### src/rtl/core/fcull_ram.sv
module fcull_ram #(
  parameter int WIDTH = 32,
  parameter int DEPTH = 16
) (
  input  logic                     clk,
  input  logic                     we,
  input  logic [$clog2(DEPTH)-1:0] waddr,
  input  logic [WIDTH-1:0]         wdata,
  input  logic [$clog2(DEPTH)-1:0] raddr,
  output logic [WIDTH-1:0]         rdata
);

  logic [WIDTH-1:0] mem [DEPTH];

  always_ff @(posedge clk) begin
    if (we) begin
      mem[waddr] <= wdata;
    end
    rdata <= mem[raddr];
  end

endmodule

### config.mk
export PLATFORM = sky130hd
export DESIGN_NAME = fcull_ram
export DESIGN_NICKNAME = d
export VERILOG_FILES = /design/src/rtl/core/fcull_ram.sv
export SDC_FILE = /design/constraint.sdc
export NUM_CORES = 1
export LEC_CHECK = 0
export ABC_AREA = 1
export BUFFER_PORTS_ARGS = -buffer_cell sky130_fd_sc_hd__buf_2
export CORE_ASPECT_RATIO = 1.4
export CORE_UTILIZATION = 55
export CTS_CLUSTER_DIAMETER = 50
export DETAILED_ROUTE_END_ITERATION = 12
export PLACE_DENSITY = 0.73
export SKIP_CTS_REPAIR_TIMING = 1
export SYNTH_ARGS = -nofsm -noshare
export SYNTH_HDL_FRONTEND = slang
export SYNTH_SLANG_ARGS = --single-unit
### constraint.sdc
create_clock -name clk -period 2 [get_ports clk]
set_input_delay 0.1 -clock clk [delete_from_list [all_inputs] [get_ports clk]]
set_output_delay 0.1 -clock clk [all_outputs]
set_load 0.03 [all_outputs]
==> results.md <==
- WP data arrival: 1.18 ns
- CTS buffer count: 48
- Die Ht: 242.5 um
- Lkg Pwr: 10.97 nW
- Clk Latency, worst-skew pair: 0.56 ns
- Post-Synthesis Cells: 2120
- Number of global-route vias before repair: 14.18k
- H-tree lvl count: 2
- Total negative slack: 0 ns
- Most frequent cells in the layout: 677 x nand2_1, 512 x edfxtp_1, 386 x inv_1, 385 x nand3_1, 71 x buf_2
- Simple-Gate Fraction of Synth Area: 0.2000
- Largest net degree at the start of global routing: 106
- RSZ-0062 raised after global routing: false
- Ant diodes: 0
- Routed Antenna Nets: 0
- Initial DRC count: 1445
- Slew headroom: 0.6078
- Worst Setup End Kind: output pin
- DP HPWL: 27170 um
- Global route total overflow: 0
- Cell Pwr Density: 915.9 nW/um^2
- Initial Util: 0.5613
- Final Hold Vio Count: 0
- Setup-violating endpoint count in the final report: 0
- GRT Overall Usage: 0.2435
- Clk slew on worst S/H paths: 0.07 ns
- Sink Count: 544
- WS Path Type: reg2out
- R2R depth: 6
- Worst slew pin tran: 0.5883 ns
- Dominant synthesized flop cell: edfxtp_1
- Fin crit share: 0.6402
- Layout Nets: 2260
- First-pass GRT wire length: 78240 um
- Post-synth EDFFs: 512
- DRC Markers: 0
- Worst path depth: 1
- Buffers & Inverters on Critical Path: 1
- DR WL/cell: 18.19 um
- Via density: 5.285
- Peak per-stage delay on the critical path: 0.40 ns
- Share of cells above drive strength 1: 0.09264
- Root buf cell: clkbuf_16
- Die area: 42160 um^2
- Max VDD drop: 593.4 uV
- Final Max Slew Viols: 0
- Area Overhead vs Synth: 12.89%
- Worst path required time: 1.90 ns
- Area share of xor/xnor cells in the synthesized design: 0
- Die W: 173.8 um
- Max Cap Viol: 0
- Row count: 87
- PortBufs: 73
- Most common cell after layout, fill and taps aside: nand2_1
- Cell family with most CP delay: flip-flops
- Adder-Cell Fraction of Synth Area: 0
- Compound-Gate Fraction of Synth Area: 0
- DR vias: 14.74k
- Clock tree from TritonCTS: built
- Clk buf depth: 3
- Initial antenna violation count: 0
- Flops & latches, synth: 544
- Worst setup SP type: flip-flop
- IO Pins: 74
- Async set-or-reset flop fraction in the synthesized netlist: 0
- CP max stage cell: dfxtp_1
- Final Critical Period: 1.280 ns
- WHS Path Cells: 4
- Setup Skew: 0.01070 ns
- Critical path cell sequence: buf_2
- Router iterations before antenna repair: 6
- Post-synthesis average cell area: 10.72 um^2
- Largest family of logic cells by synthesized area: simple AND/OR/NAND/NOR gates
- Smallest hold slack: 0.09319 ns
- Final wirelength: 50740 um
- Worst-path maximum fanout: 1
- Floorplan Core Area: 40490 um^2
- Netlist cell types: 15
- Yosys warnings: 0
- Final GP Congestion: 0.8170
- Share of cell area taken by muxes after synthesis: 0
- Status: finished, final reports clean
- Fmax: 0.7810 GHz
- Mapped Area: 22730 um^2
- Sequential area share after synthesis: 0.7046
- Mapped Nets: 2162
- HP Class: in2reg
## per-stage QoR
step	utilization	std cells	setup WS [ns]	power, W	area (um^2)
3_3_place_gp	0.5879	2670	0.5598	0.01462	23810
5_1_grt	0.6337	2790	0.6650	0.02419	25660
3_5_place_dp	0.5879	2670	0.5118	0.01466	23810
2_1_floorplan	-	2120	-0.09270	0.01407	22750
6_report	0.6337	2790	0.7196	0.02350	25660
4_1_cts	0.6258	2758	0.7025	0.02356	25340
## registers in the layout (all words and copies together) (netlist names)
signal / count
mem: 512
rdata: 32
## cell type report
cell class	instances	area, um^2
multi-input combinational	1081	4667
clock buffer	60	1297
fill	3036	14830
tap	534	668.1
inverter	390	1471
sequential	544	16020
timing repair buffer	153	1305
clock inverter	28	236.5
## cell usage after synthesis (2+ instances only)
cell type  number  area (um^2)
inv_1         388         1456
buf_2          41        205.2
buf_6          29        326.6
edfxtp_1      512        15370
nand2_1       677         2541
nand3_1       385         1927
buf_1          14        52.55
buf_4           6        45.04
dfxtp_1        32        640.6
nand3b_1        2        15.01
nor2_1         17        63.81
clkbuf_1       14        52.55
## per-layer routing
| metal | GRT usage | vias to the layer above | part of all wire |
|---|---|---|---|
| met5 | 0 | - | 0 |
| met4 | 0.09107 | 0 | 0.030 |
| met3 | 0.03641 | 111 | 0.068 |
| met2 | 0.4232 | 559 | 0.51 |
| met1 | 0.3080 | 7049 | 0.39 |
| li1 | - | 7025 | - |
## kinds of logic (layout without fill, tap and decap cells)
group / count (synthesis) / in the layout
buffers and inverters: 495 / 631
AND/OR/NAND/NOR: 1081 / 1081
flip-flops: 544 / 544
## power by group
part	switching [W]	leakage, nW	internal, W
clock network	0.00391	0.762	0.00512
registers	0.0000811	4.90	0.0127
logic	0.00117	5.31	0.000483
## final timing paths
| check | startpoint | to | slack [ns] |
|---|---|---|---|
| setup / recovery | rdata[10] | rdata[10] | 0.72 |
| hold / removal | raddr[3] | rdata[26] | 0.09 |
| setup reg to reg | mem[9][31] | rdata[31] | 0.98 |
| hold reg to reg | mem[10][26] | rdata[26] | 0.66 |
Note: power is estimated with default switching activity, not from simulation.
