File: src/rtl/core/fcull_pkg.sv
package fcull_pkg;

  // sizes
  localparam int PLANE_COUNT = 6;
  localparam int MAT_DEPTH   = 16;
  localparam int PLN_DEPTH   = PLANE_COUNT * 4;
  localparam int MAT_AW      = $clog2(MAT_DEPTH);
  localparam int PLN_AW      = $clog2(PLN_DEPTH);
  localparam logic [31:0] Q_ONE = 32'd65536;

  typedef logic signed [31:0] q_t;

  typedef enum logic [1:0] {
    CMD_LOAD    = 2'd0,
    CMD_REBUILD = 2'd1,
    CMD_BOX     = 2'd2
  } cmd_t;

  typedef enum logic [1:0] {
    T_IDLE,
    T_LOAD,
    T_REBUILD,
    T_BOX
  } top_st_t;

  typedef enum logic [2:0] {
    RB_IDLE,
    RB_RD,
    RB_SUM,
    RB_SQ,
    RB_SQRT,
    RB_DIV,
    RB_WR
  } rb_st_t;

  localparam logic signed [47:0] MAX48 = 48'sd2147483647;
  localparam logic signed [47:0] MIN48 = -48'sd2147483648;
  localparam logic signed [32:0] MAX33 = 33'sd2147483647;
  localparam logic signed [32:0] MIN33 = -33'sd2147483648;

  // clamp to Q16.16
  function automatic q_t sat48(input logic signed [47:0] x);
    q_t r;
    if (x > MAX48) r = 32'sh7FFF_FFFF;
    else if (x < MIN48) r = 32'sh8000_0000;
    else r = x[31:0];
    return r;
  endfunction

  function automatic q_t sat33(input logic signed [32:0] x);
    q_t r;
    if (x > MAX33) r = 32'sh7FFF_FFFF;
    else if (x < MIN33) r = 32'sh8000_0000;
    else r = x[31:0];
    return r;
  endfunction

  // magnitude, min value maps to 2^31
  function automatic logic [31:0] mag32(input q_t x);
    logic [31:0] r;
    r = x[31] ? (~x + 32'd1) : x;
    return r;
  endfunction

endpackage

File: src/rtl/core/fcull_rebuild.sv
module fcull_rebuild (
  input  logic                       clk,
  input  logic                       rst_n,
  input  logic                       start,
  output logic                       done,
  output logic [fcull_pkg::MAT_AW-1:0] mat_raddr,
  input  fcull_pkg::q_t              mat_rdata,
  output logic                       pln_we,
  output logic [fcull_pkg::PLN_AW-1:0] pln_waddr,
  output fcull_pkg::q_t              pln_wdata
);
  import fcull_pkg::*;

  rb_st_t st_r, st_nxt;
  logic [5:0]  cnt_r;
  logic [2:0]  p_r;
  logic [1:0]  j_r;
  q_t          w_r [4];
  q_t          e_r [4];
  q_t          v_r [4];
  logic [63:0] ss_r;
  logic [31:0] root_r;
  logic [33:0] rem_r;
  logic [31:0] len_r;
  logic [47:0] dvd_r;
  logic [31:0] drem_r;

  logic [2:0]  cap_idx;
  logic [35:0] sq_rem;
  logic [35:0] sq_trial;
  logic        sq_ge;
  logic [31:0] root_new;
  logic [32:0] dv_sh;
  logic        dv_ge;
  logic [31:0] mag_sq;
  logic [1:0]  j_next;

  // matrix column that pairs with column 3 for each plane
  function automatic logic [1:0] col_sel(input logic [2:0] p);
    logic [1:0] c;
    unique case (p)
      3'd0, 3'd1: c = 2'd0;
      3'd2, 3'd3: c = 2'd1;
      default:    c = 2'd2;
    endcase
    return c;
  endfunction

  // row-sum / row-difference per plane, or the paired column alone for plane 4
  function automatic q_t plane_term(input logic [2:0] p, input q_t w, input q_t e);
    logic signed [32:0] s;
    unique case (p)
      3'd0, 3'd3: s = {w[31], w} + {e[31], e};
      3'd4:       s = {e[31], e};
      default:    s = {w[31], w} - {e[31], e};
    endcase
    return sat33(s);
  endfunction

  assign cap_idx   = cnt_r[2:0] - 3'd1;
  assign mat_raddr = {cnt_r[2:1], cnt_r[0] ? col_sel(p_r) : 2'd3};

  // one root digit a step
  assign sq_rem   = {rem_r, ss_r[63:62]};
  assign sq_trial = {2'b00, root_r, 2'b01};
  assign sq_ge    = (sq_rem >= sq_trial);
  assign root_new = {root_r[30:0], sq_ge};

  // one quotient bit a step
  assign dv_sh = {drem_r, dvd_r[47]};
  assign dv_ge = (dv_sh >= {1'b0, len_r});

  assign mag_sq = mag32(v_r[cnt_r[1:0]]);
  assign j_next = j_r + 2'd1;

  assign pln_waddr = {p_r, j_r};

  // saturated signed quotient
  always_comb begin
    if (v_r[j_r][31]) begin
      pln_wdata = (dvd_r > 48'd2147483648) ? 32'sh8000_0000 : -dvd_r[31:0];
    end else begin
      pln_wdata = (dvd_r > 48'd2147483647) ? 32'sh7FFF_FFFF : dvd_r[31:0];
    end
  end

  // next state
  always_comb begin
    st_nxt = st_r;
    done   = 1'b0;
    pln_we = 1'b0;
    unique case (st_r)
      RB_IDLE: if (start) st_nxt = RB_RD;
      RB_RD:   if (cnt_r == 6'd8) st_nxt = RB_SUM;
      RB_SUM:  st_nxt = RB_SQ;
      RB_SQ:   if (cnt_r == 6'd2) st_nxt = RB_SQRT;
      RB_SQRT: if (cnt_r == 6'd31) st_nxt = RB_DIV;
      RB_DIV:  if (cnt_r == 6'd47) st_nxt = RB_WR;
      RB_WR: begin
        pln_we = 1'b1;
        if (j_r == 2'd3 && p_r == 3'(PLANE_COUNT - 1)) begin
          done   = 1'b1;
          st_nxt = RB_IDLE;
        end else if (j_r == 2'd3) begin
          st_nxt = RB_RD;
        end else begin
          st_nxt = RB_DIV;
        end
      end
      default: st_nxt = RB_IDLE;
    endcase
  end

  always_ff @(posedge clk) begin
    if (!rst_n) begin
      st_r <= RB_IDLE;
    end else begin
      st_r <= st_nxt;
    end
  end

  // datapath
  always_ff @(posedge clk) begin
    unique case (st_r)
      RB_IDLE: begin
        cnt_r <= '0;
        p_r   <= '0;
        j_r   <= '0;
      end
      RB_RD: begin
        if (cnt_r != 6'd0) begin
          if (cap_idx[0]) e_r[cap_idx[2:1]] <= mat_rdata;
          else            w_r[cap_idx[2:1]] <= mat_rdata;
        end
        cnt_r <= (cnt_r == 6'd8) ? 6'd0 : cnt_r + 6'd1;
      end
      RB_SUM: begin
        for (int i = 0; i < 4; i++) begin
          v_r[i] <= plane_term(p_r, w_r[i], e_r[i]);
        end
        ss_r  <= '0;
        cnt_r <= '0;
      end
      RB_SQ: begin
        ss_r  <= ss_r + {32'd0, mag_sq} * {32'd0, mag_sq};
        cnt_r <= cnt_r + 6'd1;
        if (cnt_r == 6'd2) begin
          cnt_r  <= '0;
          rem_r  <= '0;
          root_r <= '0;
        end
      end
      RB_SQRT: begin
        rem_r  <= sq_ge ? 34'(sq_rem - sq_trial) : sq_rem[33:0];
        root_r <= root_new;
        ss_r   <= {ss_r[61:0], 2'b00};
        cnt_r  <= cnt_r + 6'd1;
        if (cnt_r == 6'd31) begin
          len_r  <= (root_new == 32'd0) ? Q_ONE : root_new;
          j_r    <= '0;
          dvd_r  <= {mag32(v_r[0]), 16'd0};
          drem_r <= '0;
          cnt_r  <= '0;
        end
      end
      RB_DIV: begin
        drem_r <= dv_ge ? 32'(dv_sh - {1'b0, len_r}) : dv_sh[31:0];
        dvd_r  <= {dvd_r[46:0], dv_ge};
        cnt_r  <= (cnt_r == 6'd47) ? 6'd0 : cnt_r + 6'd1;
      end
      RB_WR: begin
        cnt_r <= '0;
        if (j_r == 2'd3) begin
          j_r <= '0;
          p_r <= p_r + 3'd1;
        end else begin
          j_r    <= j_next;
          dvd_r  <= {mag32(v_r[j_next]), 16'd0};
          drem_r <= '0;
        end
      end
      default: cnt_r <= '0;
    endcase
  end

endmodule

File: config.mk
export PLATFORM = sky130hd
export DESIGN_NAME = fcull_rebuild
export DESIGN_NICKNAME = d
export VERILOG_FILES = /design/src/rtl/core/fcull_pkg.sv /design/src/rtl/core/fcull_rebuild.sv
export SDC_FILE = /design/constraint.sdc
export NUM_CORES = 2
export LEC_CHECK = 0
export BUFFER_PORTS_ARGS = -buffer_cell sky130_fd_sc_hd__buf_2
export CAP_MARGIN = 20
export CELL_PAD_IN_SITES_DETAIL_PLACEMENT = 1
export CELL_PAD_IN_SITES_GLOBAL_PLACEMENT = 2
export CORE_ASPECT_RATIO = 1.25
export CORE_MARGIN = 3
export CORE_UTILIZATION = 44
export CTS_BUF_LIST = sky130_fd_sc_hd__clkbuf_2 sky130_fd_sc_hd__clkbuf_4 sky130_fd_sc_hd__clkbuf_8
export CTS_CLUSTER_DIAMETER = 120
export DETAILED_ROUTE_END_ITERATION = 10
export GPL_TIMING_DRIVEN = 0
export HOLD_SLACK_MARGIN = 0.1
export MAX_ROUTING_LAYER = met4
export PLACE_DENSITY = 0.88
export SLEW_MARGIN = 0
export SYNTH_ARGS = -nofsm -noshare
export SYNTH_HDL_FRONTEND = slang
export SYNTH_SLANG_ARGS = --single-unit
File: constraint.sdc
create_clock -name clk -period 11.95 [get_ports clk]
set_input_delay 0.5975 -clock clk [delete_from_list [all_inputs] [get_ports clk]]
set_output_delay 0.5975 -clock clk [all_outputs]
set_load 0.03 [all_outputs]
==> results.py <==
metrics = {
    "status": {
        "status": "finished clean",
    },
    "synth": {
        "ys_top_cells_by_count": "inv_1 (1,348), fa_1 (890), nor2_1 (677)",
        "yosysTopAreaCell": "edfxtp_1",
        "syn_inst": 7382,
        "synth_area_leaders": "edfxtp_1 (26%), fa_1 (25%), ha_1 (8.0%), inv_1 (7.1%), nor2_1 (3.6%)",
        "seq_area_frac_synth_pct": 26.79,
        "synthFlopType": "edfxtp_1",
        "yosysWarnings": 0,
        "synthMuxAreaShare_pct": 2.543,
        "synth_edf_count": 631,
        "synth_compound_area_share_pct": 11.52,
        "synthDistinctLibCells": 104,
        "ys_ff_latch": 642,
        "synthXorXnorAreaFrac_pct": 5.636,
        "avgSynthCellArea_sq_um": 9.692,
        "syn_area_sq_um": 71550,
        "synth_top_family_by_area": "adder cells",
        "synth_top_area_share_pct": 26.48,
        "synth_adder_area_share_pct": 33.35,
        "synth_most_common_cell": "inv_1",
        "synth-simple-area-share_pct": 11.35,
        "async_flop_share_pct": 0,
    },
    "worst_hold_path": {
        "hold_class": "input port to register",
    },
    "drt": {
        "viasPerCell": 5.687,
        "drt-initial-drc-count": 4143,
        "ant_nets": 0,
        "drt_wl_total_microns": 266400,
        "drcViolationCount": 0,
        "detail_route.wl_per_cell_microns": 26.75,
        "num_vias": 56650,
        "first_pass_iters": 6,
    },
    "place": {
        "placed_area_sq_um": 75430,
        "io_buffers": 77,
        "pre_cts_ws_ns": -4.097,
        "dp_hpwl_microns": 217500,
        "gpl.final_weighted_congestion": 1.000,
    },
    "setup_path": {
        "crit_slowest_cell": "or4_4",
        "r2r-end": "ss_r[42]",
        "cpPeakStageDelay_ns": 0.60,
        "cp_common_cell": "fa_1",
        "r2r_slack_ns": 0.11,
        "r2r-start": "cnt_r[0]",
        "worstSetupStartpoint": "cnt_r[0]",
        "path_buf_inv": 11,
        "cp-endpoint": "ss_r[42]",
        "startpoint_type": "register",
        "cp.required_ns": 12.52,
        "cp_top_family": "adder cells",
        "end_kind": "register",
        "crit_path_max_fanout": 10,
        "cp.arrival_ns": 12.40,
        "reg2regPathDepth": 39,
        "path_class": "register to register",
        "path_depth": 39,
    },
    "floorplanning": {
        "ios": 78,
        "die_width_microns": 366.7,
        "die_h_microns": 456.9,
        "start_util_pct": 44.53,
        "num_rows": 164,
        "die_area_sq_um": 167500,
        "core_sq_um": 160700,
    },
    "clocking": {
        "path_clk_slew_ns": 0.07,
        "cts-buffers-inserted": 111,
        "cts_tree": "yes",
        "htreeDepth": 3,
        "cts_root_buf": "clkbuf_8",
        "cts.sinks": 642,
        "clk-insertion-delay-late_ns": 0.89,
        "clockBufferDepth": 3,
    },
    "timing": {
        "timing.final.ws_setup_ns": 0.1141,
        "min_period_over_period_pct": 99.05,
        "drv_slew": 0,
        "hold_viol": 0,
        "min_period_ns": 11.84,
        "maxSlewHeadroom_pct": 22.24,
        "fmax_mhz": 84.49,
        "worstMarginPinSlew_ns": 1.166,
        "finalSetupViolCount": 0,
        "finClkSkew_ns": 0.05573,
    },
    "global_routing": {
        "grt_pass1_vias": 61790,
        "grt_usage_pct": 32.55,
        "grt_pass1_wl_microns": 393400,
        "grt_max_degree": 67,
        "grt-ovfl-total": 0,
        "antenna_found_initial": 5,
    },
    "finish": {
        "nets": 9083,
        "drive_above_1_share_pct": 9.110,
        "final_cell_area_sq_um": 79500,
        "area_growth_pct": 11.10,
    },
    "run": {
        "cap_violations": 0,
    },
}
-- stage by stage --
| step | setup TNS (ns) | util, % | hold slack, ns | cells |
|---|---|---|---|---|
| 3_3_place_gp | -405.93 | 46.51 | 0.5403 | 9642 |
| 4_1_cts | 0 | 49.07 | 0.1067 | 9926 |
| 2_1_floorplan | 0 | - | 0.5231 | 7407 |
| 3_5_place_dp | -116.92 | 46.95 | 0.5566 | 9685 |
| 5_1_grt | -0.4755 | 49.47 | 0.1143 | 9958 |
| 6_report | 0 | 49.48 | 0.1689 | 9960 |
-- cells by family after synthesis --
logic type / count (synthesis)
xor+xnor: 454
fa+ha+maj: 1379
mux: 105
simple gates: 1816
compound gates: 1327
flops: 642
buf+inv: 1657
other cells: 2
-- registers in the layout (all words and copies together), names as in the netlist, named ones only --
register and cells:
root_r 32, len_r 32, p_r 3, w_r 128
dvd_r 48, drem_r 32, cnt_r 6, e_r 128
v_r 128, j_r 2, st_r 3, rem_r 34
ss_r 64
-- worst reg2reg max path, delay by kind of cell, from the launching register on --
family                     cells  cell delay [ns]
muxes                          1             0.60
and+or+nand+nor                7             1.86
DFF                            1             0.41
buffers and inverters         11             1.54
AOI/OAI and AO/OA              9             2.15
adders and majority gates      9             4.63
xor gates and xnor gates       2             0.34
-- what timing repair did --
action                     4_1_cts  5_1_grt
hold buffers                    18        0
hold endpoints to repair       112        0
setup endpoints to repair       50       24
resized for setup              172      120
pin swaps                       11       22
setup buffers                   20       30
-- worst min-delay path by stage --
stage / slack (ns) / from / to / depth (start not counted)
final: 0.17 / mat_rdata[18] / e_r[3][18] / 1
after global routing: 0.11 / mat_rdata[17] / e_r[0][17] / 1
after CTS: 0.11 / mat_rdata[17] / e_r[0][17] / 1
after detailed placement: 0.56 / j_r[1] / register / 1
after global placement: 0.54 / dvd_r[41] / dvd_r[42] / 2
after floorplan: 0.52 / root_r[21] / len_r[22] / 1
-- per-layer routing --
layer | up-vias | GRT usage (%) | routed length [microns]
met5 | - | - | 0
met4 | 0 | 18.82 | 18610
met3 | 703 | 4.270 | 14360
met2 | 1875 | 56.03 | 134400
met1 | 29080 | 36.30 | 99050
li1 | 24990 | - | -
-- placed cells by master, fill, tap and decap left out, drive strengths merged, types with 81 or more instances in the layout --
master and n:
buf 221, fa 890, edfxtp 631, nor2 679
xor2 194, a21oi 443, inv 1371, o21ai 314
xnor2 260, a21o 148, nand2 637, nor3 81
clkbuf 358, ha 459
-- area by class of cell --
type | instances | area (sq um)
Inverter | 1369 | 5159
Clock buffer | 131 | 1678
Clock inverter | 77 | 784.5
Fill cell | 18260 | 81170
Buffer | 278 | 1368
Antenna cell | 8 | 20.02
Sequential cell | 642 | 19170
Tap cell | 2158 | 2700
Timing Repair Buffer | 189 | 1588
Multi-Input combinational cell | 5108 | 47030
Power is not shown: default switching activity piles up to over one toggle a cycle in this logic, so the estimate is an artifact.
